File: src/rtl/mhpq_pkg.sv
// Shared constants, codes and types for the max-heap priority queue.
// No dependencies; imported by the top level and the checker.
package mhpq_pkg;

   // parameter defaults
   localparam int CAPACITY_DEF  = 127;
   localparam int KEY_WIDTH_DEF = 32;

   // fixed field widths
   localparam int VALUE_W    = 32;
   localparam int STATUS_W   = 2;
   localparam int TOTAL_W    = 7;
   localparam int RSP_DATA_W = ((VALUE_W + TOTAL_W + 7) / 8) * 8;
   localparam int RSP_PAD_W  = RSP_DATA_W - VALUE_W - TOTAL_W;

   // item kind on the request side
   localparam logic KIND_INSERT = 1'b0;
   localparam logic KIND_REMOVE = 1'b1;

   // result status
   typedef enum logic [STATUS_W-1:0] {
      STATUS_DONE  = 2'd0,
      STATUS_EMPTY = 2'd1,
      STATUS_FULL  = 2'd2
   } status_type;

   // sequencer states
   typedef enum logic [2:0] {
      ST_IDLE,
      ST_UP,
      ST_RM_ROOT,
      ST_RM_LAST,
      ST_DN_LEFT,
      ST_DN_RIGHT,
      ST_PLACE,
      ST_REPLY
   } state_type;

endpackage

File: src/rtl/mhpq_ram.sv
// Generic simple dual-port RAM: one write port, one read port, registered read.
// No dependencies.
module mhpq_ram #(
   parameter int WIDTH = 32,
   parameter int DEPTH = 128
) (
   input  logic                     clock,
   input  logic                     wr_en,
   input  logic [$clog2(DEPTH)-1:0] wr_addr,
   input  logic [WIDTH-1:0]         wr_data,
   input  logic [$clog2(DEPTH)-1:0] rd_addr,
   output logic [WIDTH-1:0]         rd_data
);

   logic [WIDTH-1:0] mem [DEPTH];
   logic [WIDTH-1:0] rd_data_ff;

   // write port
   always_ff @(posedge clock) begin
      if (wr_en) begin
         mem[wr_addr] <= wr_data;
      end
   end

   // read port, registered
   always_ff @(posedge clock) begin
      rd_data_ff <= mem[rd_addr];
   end

   assign rd_data = rd_data_ff;

endmodule

File: src/rtl/max_heap_priority_queue.sv
// Binary max-heap priority queue: top level with sequencer and heap RAM.
// Depends on mhpq_pkg and mhpq_ram.
//
// Keeps up to CAPACITY signed keys in a 1-indexed binary max-heap held in a
// single RAM (one write, one registered read port). An insert item (tuser 0)
// adds tdata as a key and sifts it up; a remove item (tuser 1) returns the
// largest key and sifts the last entry down from the root. One result item
// per request: tuser is the status (done, remove on empty, insert on full),
// tdata carries the removed key (zero otherwise) and the entry total. Items
// are handled one at a time; the RAM read port is the limit. An insert walks
// up and a remove walks down at most log2(CAPACITY+1) - 1 levels; an insert
// into an empty heap, an insert on full and a remove on empty walk no levels.
// The next request can be taken as soon as the result loads, even while
// that result still waits on rsp_tready. No clearing pass is needed after
// reset.
module max_heap_priority_queue #(
   parameter int CAPACITY  = mhpq_pkg::CAPACITY_DEF,
   parameter int KEY_WIDTH = mhpq_pkg::KEY_WIDTH_DEF
) (
   input  logic                             clock,
   input  logic                             reset,
   input  logic                             req_tvalid,
   output logic                             req_tready,
   input  logic [mhpq_pkg::VALUE_W-1:0]     req_tdata,  // [31:0] value
   input  logic                             req_tuser,  // [0] kind
   output logic                             rsp_tvalid,
   input  logic                             rsp_tready,
   output logic [mhpq_pkg::RSP_DATA_W-1:0]  rsp_tdata,  // [31:0] removed_value,
                                                        // [38:32] entry_total
   output logic [mhpq_pkg::STATUS_W-1:0]    rsp_tuser   // [1:0] status
);

   import mhpq_pkg::*;

   localparam int CW = $clog2(CAPACITY + 1);  // slot / count width
   localparam int AW = $clog2(CAPACITY);      // RAM address width

   // slot n lives at RAM address n-1
   function automatic logic [AW-1:0] slot_addr(input logic [CW-1:0] slot);
      logic [CW-1:0] a;
      a = slot - CW'(1);
      return a[AW-1:0];
   endfunction

   // control state
   state_type state_ff, state_in;
   logic [CW-1:0] count_ff, count_in;
   logic          rsp_valid_ff, rsp_valid_in;

   // working registers
   logic [CW-1:0]                pos_ff, pos_in;
   logic signed [KEY_WIDTH-1:0]  key_ff, key_in;
   logic signed [KEY_WIDTH-1:0]  left_ff, left_in;
   logic                         l_gt_ff, l_gt_in;
   status_type                   status_ff, status_in;
   logic signed [KEY_WIDTH-1:0]  removed_ff, removed_in;

   // result register
   status_type            rsp_status_ff;
   logic [VALUE_W-1:0]    rsp_removed_ff;
   logic [TOTAL_W-1:0]    rsp_total_ff;

   // RAM port
   logic                  ram_we;
   logic [AW-1:0]         ram_waddr;
   logic [KEY_WIDTH-1:0]  ram_wdata;
   logic [AW-1:0]         ram_raddr;
   logic [KEY_WIDTH-1:0]  ram_rdata;
   logic signed [KEY_WIDTH-1:0] rd_key;

   // decisions
   logic                 req_acc;
   logic                 req_remove;
   logic                 heap_empty;
   logic                 heap_full;
   logic [CW-1:0]        new_slot;
   logic signed [VALUE_W-1:0]   req_value;
   logic signed [KEY_WIDTH-1:0] req_key;
   logic [CW-1:0]        parent_slot;
   logic                 up_gt;
   logic [CW-1:0]        cnt_dec;
   logic                 rm_has_kids;
   logic [CW:0]          left_slot;
   logic [CW:0]          right_slot;
   logic                 has_right;
   logic                 dn_l_gt;
   logic                 r_gt_l;
   logic                 r_gt_key;
   logic                 go_down;
   logic [CW-1:0]        win_slot;
   logic signed [KEY_WIDTH-1:0] win_key;
   logic [CW:0]          win_left;
   logic                 win_has_left;
   logic                 out_free;
   logic                 out_load;

   mhpq_ram #(
      .WIDTH (KEY_WIDTH),
      .DEPTH (CAPACITY)
   ) u_heap_ram (
      .clock   (clock),
      .wr_en   (ram_we),
      .wr_addr (ram_waddr),
      .wr_data (ram_wdata),
      .rd_addr (ram_raddr),
      .rd_data (ram_rdata)
   );

   assign rd_key = ram_rdata;

   // request side
   assign req_tready = (state_ff == ST_IDLE);
   assign req_acc    = req_tvalid && req_tready;
   assign req_remove = (req_tuser == KIND_REMOVE);
   assign req_value  = req_tdata;
   assign req_key    = KEY_WIDTH'(req_value);
   assign heap_empty = (count_ff == '0);
   assign heap_full  = (count_ff == CW'(CAPACITY));
   assign new_slot   = count_ff + CW'(1);

   // sift up: parent of the hole, compare key against parent read last cycle
   assign parent_slot = pos_ff >> 1;
   assign up_gt       = key_ff > rd_key;

   // remove: entry count after taking the root
   assign cnt_dec     = count_ff - CW'(1);
   assign rm_has_kids = cnt_dec >= CW'(2);

   // sift down: children of the hole
   assign left_slot  = {pos_ff, 1'b0};
   assign right_slot = left_slot + (CW+1)'(1);
   assign has_right  = right_slot <= {1'b0, count_ff};
   assign dn_l_gt    = rd_key > key_ff;

   // right child data arrives: pick larger child (left on tie), test against key
   assign r_gt_l       = rd_key > left_ff;
   assign r_gt_key     = rd_key > key_ff;
   assign go_down      = r_gt_l ? r_gt_key : l_gt_ff;
   assign win_slot     = r_gt_l ? right_slot[CW-1:0] : left_slot[CW-1:0];
   assign win_key      = r_gt_l ? rd_key : left_ff;
   assign win_left     = {win_slot, 1'b0};
   assign win_has_left = win_left <= {1'b0, count_ff};

   // result hand-off
   assign out_free = !rsp_valid_ff || rsp_tready;
   assign out_load = (state_ff == ST_REPLY) && out_free;

   // next state
   always_comb begin
      state_in = state_ff;
      unique case (state_ff)
         ST_IDLE: begin
            if (req_acc) begin
               if (req_remove) begin
                  state_in = heap_empty ? ST_REPLY : ST_RM_ROOT;
               end else if (heap_full || new_slot == CW'(1)) begin
                  state_in = ST_REPLY;
               end else begin
                  state_in = ST_UP;
               end
            end
         end
         ST_UP: begin
            if (!up_gt) begin
               state_in = ST_REPLY;
            end else if (parent_slot == CW'(1)) begin
               state_in = ST_PLACE;
            end else begin
               state_in = ST_UP;
            end
         end
         ST_RM_ROOT: state_in = ST_RM_LAST;
         ST_RM_LAST: state_in = rm_has_kids ? ST_DN_LEFT : ST_REPLY;
         ST_DN_LEFT: begin
            if (has_right) begin
               state_in = ST_DN_RIGHT;
            end else begin
               state_in = dn_l_gt ? ST_PLACE : ST_REPLY;
            end
         end
         ST_DN_RIGHT: begin
            if (!go_down) begin
               state_in = ST_REPLY;
            end else begin
               state_in = win_has_left ? ST_DN_LEFT : ST_PLACE;
            end
         end
         ST_PLACE: state_in = ST_REPLY;
         ST_REPLY: begin
            if (out_free) begin
               state_in = ST_IDLE;
            end
         end
         default: state_in = ST_IDLE;
      endcase
   end

   // datapath and RAM control; the hole method writes each level once
   always_comb begin
      count_in   = count_ff;
      pos_in     = pos_ff;
      key_in     = key_ff;
      left_in    = left_ff;
      l_gt_in    = l_gt_ff;
      status_in  = status_ff;
      removed_in = removed_ff;
      ram_we     = 1'b0;
      ram_waddr  = slot_addr(pos_ff);
      ram_wdata  = key_ff;
      ram_raddr  = slot_addr(parent_slot);
      unique case (state_ff)
         ST_IDLE: begin
            if (req_acc) begin
               removed_in = '0;
               status_in  = STATUS_DONE;
               key_in     = req_key;
               if (req_remove) begin
                  if (heap_empty) begin
                     status_in = STATUS_EMPTY;
                  end else begin
                     ram_raddr = slot_addr(CW'(1));
                  end
               end else if (heap_full) begin
                  status_in = STATUS_FULL;
               end else begin
                  count_in  = new_slot;
                  pos_in    = new_slot;
                  ram_raddr = slot_addr(new_slot >> 1);
                  // first entry goes straight to the root
                  if (new_slot == CW'(1)) begin
                     ram_we    = 1'b1;
                     ram_waddr = slot_addr(new_slot);
                     ram_wdata = req_key;
                  end
               end
            end
         end
         ST_UP: begin
            ram_we = 1'b1;
            if (up_gt) begin
               // parent moves down into the hole
               ram_wdata = rd_key;
               pos_in    = parent_slot;
               ram_raddr = slot_addr(parent_slot >> 1);
            end
         end
         ST_RM_ROOT: begin
            removed_in = rd_key;
            ram_raddr  = slot_addr(count_ff);
         end
         ST_RM_LAST: begin
            key_in    = rd_key;
            count_in  = cnt_dec;
            pos_in    = CW'(1);
            ram_raddr = slot_addr(CW'(2));
            // a single remaining entry lands in the root at once
            if (cnt_dec == CW'(1)) begin
               ram_we    = 1'b1;
               ram_waddr = slot_addr(CW'(1));
               ram_wdata = rd_key;
            end
         end
         ST_DN_LEFT: begin
            left_in = rd_key;
            l_gt_in = dn_l_gt;
            if (has_right) begin
               ram_raddr = slot_addr(right_slot[CW-1:0]);
            end else begin
               ram_we = 1'b1;
               if (dn_l_gt) begin
                  ram_wdata = rd_key;
                  pos_in    = left_slot[CW-1:0];
               end
            end
         end
         ST_DN_RIGHT: begin
            ram_we = 1'b1;
            if (go_down) begin
               ram_wdata = win_key;
               pos_in    = win_slot;
               ram_raddr = slot_addr(win_left[CW-1:0]);
            end
         end
         ST_PLACE: begin
            ram_we = 1'b1;
         end
         ST_REPLY: begin
         end
         default: begin
         end
      endcase
   end

   // result valid
   always_comb begin
      rsp_valid_in = rsp_valid_ff;
      if (out_load) begin
         rsp_valid_in = 1'b1;
      end else if (rsp_tready) begin
         rsp_valid_in = 1'b0;
      end
   end

   // control registers
   always_ff @(posedge clock) begin
      if (reset) begin
         state_ff     <= ST_IDLE;
         count_ff     <= '0;
         rsp_valid_ff <= 1'b0;
      end else begin
         state_ff     <= state_in;
         count_ff     <= count_in;
         rsp_valid_ff <= rsp_valid_in;
      end
   end

   // working registers
   always_ff @(posedge clock) begin
      pos_ff     <= pos_in;
      key_ff     <= key_in;
      left_ff    <= left_in;
      l_gt_ff    <= l_gt_in;
      status_ff  <= status_in;
      removed_ff <= removed_in;
   end

   // result register
   always_ff @(posedge clock) begin
      if (out_load) begin
         rsp_status_ff  <= status_ff;
         rsp_removed_ff <= VALUE_W'(removed_ff);
         rsp_total_ff   <= TOTAL_W'(count_ff);
      end
   end

   assign rsp_tvalid = rsp_valid_ff;
   assign rsp_tuser  = rsp_status_ff;
   assign rsp_tdata  = {{RSP_PAD_W{1'b0}}, rsp_total_ff, rsp_removed_ff};

endmodule

File: config.mk
export PLATFORM = sky130hd
export DESIGN_NAME = max_heap_priority_queue
export DESIGN_NICKNAME = d
export VERILOG_FILES = /design/src/rtl/mhpq_pkg.sv /design/src/rtl/mhpq_ram.sv /design/src/rtl/max_heap_priority_queue.sv
export SDC_FILE = /design/constraint.sdc
export NUM_CORES = 2
export LEC_CHECK = 0
export BUFFER_PORTS_ARGS = -buffer_cell sky130_fd_sc_hd__buf_2
export CAP_MARGIN = 0
export CORE_UTILIZATION = 35
export CTS_CLUSTER_DIAMETER = 100
export DETAILED_ROUTE_END_ITERATION = 7
export REMOVE_ABC_BUFFERS = 1
export SKIP_CTS_REPAIR_TIMING = 1
export SYNTH_ARGS = -nofsm -noshare
export SYNTH_HDL_FRONTEND = slang
export SYNTH_HIERARCHICAL = 1
export SYNTH_SLANG_ARGS = --single-unit
File: constraint.sdc
create_clock -name clock -period 11.47 [get_ports clock]
set_clock_uncertainty 0.05 [all_clocks]
set_input_delay 0.5735 -clock clock [delete_from_list [all_inputs] [get_ports clock]]
set_output_delay 0.5735 -clock clock [all_outputs]
set_load 0.005 [all_outputs]
==> results.py <==
metrics = {
    "clocking": {
        "h-tree-depth": 5,
        "cts_buffer_depth": 4,
        "cts_root_buf": "clkbuf_16",
        "cts_tree": "built",
        "cts_buffers": 416,
        "cts_sinks": 4254,
        "clk_pin_slew_worst_paths_ns": 0.07,
        "clk_latency_ns": 1.01,
    },
    "setup_path": {
        "slowest_delay_ns": 0.93,
        "rrSetupSlack_ns": 3.11,
        "critical_path_class": "flop to flop",
        "end_kind": "flop",
        "crit_path_start_kind": "flop",
        "worstPathArrival_ns": 9.08,
        "cp_max_fo": 42,
        "path_cells": "ha_1, nand4_1, nor2_1, a221o_1, o311a_1, o211a_1, nor2_4, inv_2, a31oi_1, o211ai_1, o31ai_1, nand2_4, buf_12, buf_4, mux4_2, nor2b_1, a211oi_1, a31oi_1, o22ai_1, a211oi_1",
        "slowest_stage": "a211oi_1",
        "crit_required_ns": 12.19,
    },
    "grt": {
        "overflow": 0,
        "grt.busiest_layer": "met2",
        "grt_max_degree": 139,
        "first_global_vias": 83150,
        "antenna_found_initial": 28,
        "grtUsageMet2": 0.3014,
        "use_met1": 0.2640,
        "grt_pass1_wl_mm": 649.4,
        "grt_usage": 0.1902,
        "use_met3": 0.03515,
    },
    "job": {
        "max_cap_viol_count": 0,
    },
    "synthesis": {
        "post-synth-top-count-cell": "edfxtp_1",
        "syn_area_per_cell_um2": 21.83,
        "synth_top_area_share": 0.7609,
        "ys_warn_count": 6,
        "async_flop_share": 0,
        "syn-instance-count": 7613,
        "ys_ff_latch": 4254,
        "yosys-top-cells-area": "edfxtp_1, mux4_2, mux2i_1",
        "synth-main-ff-cell": "edfxtp_1",
        "netlist_top_cells_count": "edfxtp_1, mux4_2, mux2i_1, nand2_1, clkbuf_1",
        "yosysUniqueCellTypes": 85,
        "synthSimpleGateAreaFrac": 0.01905,
        "synth_largest_area_cell": "edfxtp_1",
        "synth_edf_count": 4211,
        "synth_fa_ha_area_frac": 0.006626,
        "synth_top_family_by_area": "multiplexers",
        "netlist_area_mm2": 0.1662,
        "synthMuxAreaShare": 0.1635,
        "synth-xor-area-share": 0.001950,
        "yosysSeqAreaShare": 0.7661,
        "synth_compound_gate_area_share": 0.02822,
    },
    "route": {
        "ant_nets": 0,
        "dr.pass1.iters": 6,
        "wirelength_mm": 466.6,
        "vias": 83480,
        "drt_iter0_markers": 11620,
        "wl_per_cell_um": 31.92,
        "viasPerCell": 5.710,
        "drc": 0,
    },
    "die": {
        "core-area_mm2": 0.4720,
        "num_rows": 252,
        "die-height_um": 691.1,
        "chipWidth_um": 691.1,
        "start_util": 0.3521,
        "io_pins": 81,
        "dieArea_mm2": 0.4776,
    },
    "place": {
        "pre_cts_ws_ns": 3.374,
        "dpl.hpwl_mm": 263.2,
        "io_buffers": 79,
        "place_congestion": 0.8865,
    },
    "finish": {
        "area_delta_synth_final_pct": 14.29,
        "drive_above_1_share": 0.2733,
        "post-route-util": 0.4024,
        "fin_nets": 8171,
    },
    "timing": {
        "setup_viol": 0,
        "tns_ns": 0,
        "slew_headroom": 0.1297,
        "final_hold_viol_count": 0,
        "hold_ws_ns": 0.3705,
        "rsz0062_at_grt": "no",
        "period_minus_slack_ns": 8.360,
        "slew_violations": 0,
        "post-route-period-util": 0.7289,
        "fmax_mhz": 119.6,
        "fin_ws_ns": 3.110,
        "tightest_slew_ns": 1.305,
    },
    "outcome": {
        "status": "completed",
    },
    "hold_path": {
        "hold_path_class": "flop to flop",
    },
}
logic make-up (layout without fill, tap and decap cells):
| kind of cell | count (synthesis) | count (layout) |
|---|---|---|
| other cells | 1 | 8 |
| fa+ha+maj | 88 | 88 |
| mux | 1365 | 1365 |
| buf+inv | 513 | 1290 |
| flops | 4254 | 4254 |
| xor+xnor | 37 | 37 |
| simple gates | 678 | 678 |
| compound gates | 677 | 677 |
cells in the final DEF (no fill, tap or decap), types with 64 or more instances in the layout:
master / Yosys / final
a22oi_1: 135 / 135
buf_4: 45 / 313
edfxtp_1: 4211 / 4211
nor2_4: 2 / 122
ha_1: 88 / 88
a21oi_1: 142 / 134
mux4_2: 1080 / 1080
nand2_1: 250 / 244
clkinv_1: 0 / 116
mux2i_1: 283 / 283
clkbuf_16: 0 / 420
o21ai_0: 79 / 64
buf_2: 141 / 79
clkbuf_1: 178 / 86
inv_1: 82 / 80
worst paths after layout:
check	start	to	cells past startpoint
min reg2reg	removed_ff[19]$_SDFFCE_PN0P_	rsp_removed_ff[19]$_DFFE_PP_	0
min	removed_ff[19]$_SDFFCE_PN0P_	rsp_removed_ff[19]$_DFFE_PP_	0
max	u_heap_ram/rd_data[15]$_DFF_P_	u_heap_ram/rd_data[29]$_DFF_P_	20
max reg2reg	u_heap_ram/rd_data[15]$_DFF_P_	u_heap_ram/rd_data[29]$_DFF_P_	20
final cells by class:
cell class                      instances  area (um2)
Inverter                               83       319.1
Sequential cell                      4254      127300
Fill cell                           40900      282100
Timing Repair Buffer                  445        3436
Multi-Input combinational cell       2846       38050
Clock inverter                        251        2113
Antenna cell                            7       17.52
Tap cell                             6223        7786
Clock buffer                          511       10900
stage by stage:
stage | cell area [um2] | cells
floorplan | 164100 | 7183
global placement | 176500 | 13810
detailed placement | 176500 | 13820
CTS | 189600 | 14580
global route | 189900 | 14610
finish | 189900 | 14620
routing by layer:
layer  up-vias  part of all wire
met5         -          0.000032
met4         2             0.039
met3       704             0.096
met2      4423              0.47
met1     45270              0.40
li1      33080                 -
worst max-delay path, delay by kind of cell, from the launching register on:
kind            cells  cell delay (ns)
fa+ha+maj           1             0.39
buf+inv             3             0.86
simple gates        5             1.15
compound gates     10             4.45
flops               1             0.74
mux                 1             0.38
registers in the layout (all words and copies together), names as in the netlist, 32 cells and up:
name,flops
u_heap_ram/rd_data,32
rsp_removed_ff,32
u_heap_ram/mem,4064
key_ff,32
removed_ff,32
left_ff,32
Power is left out: the tool's default activity adds up to more than one toggle a clock period on the data nets, which glitch-free logic cannot reach.
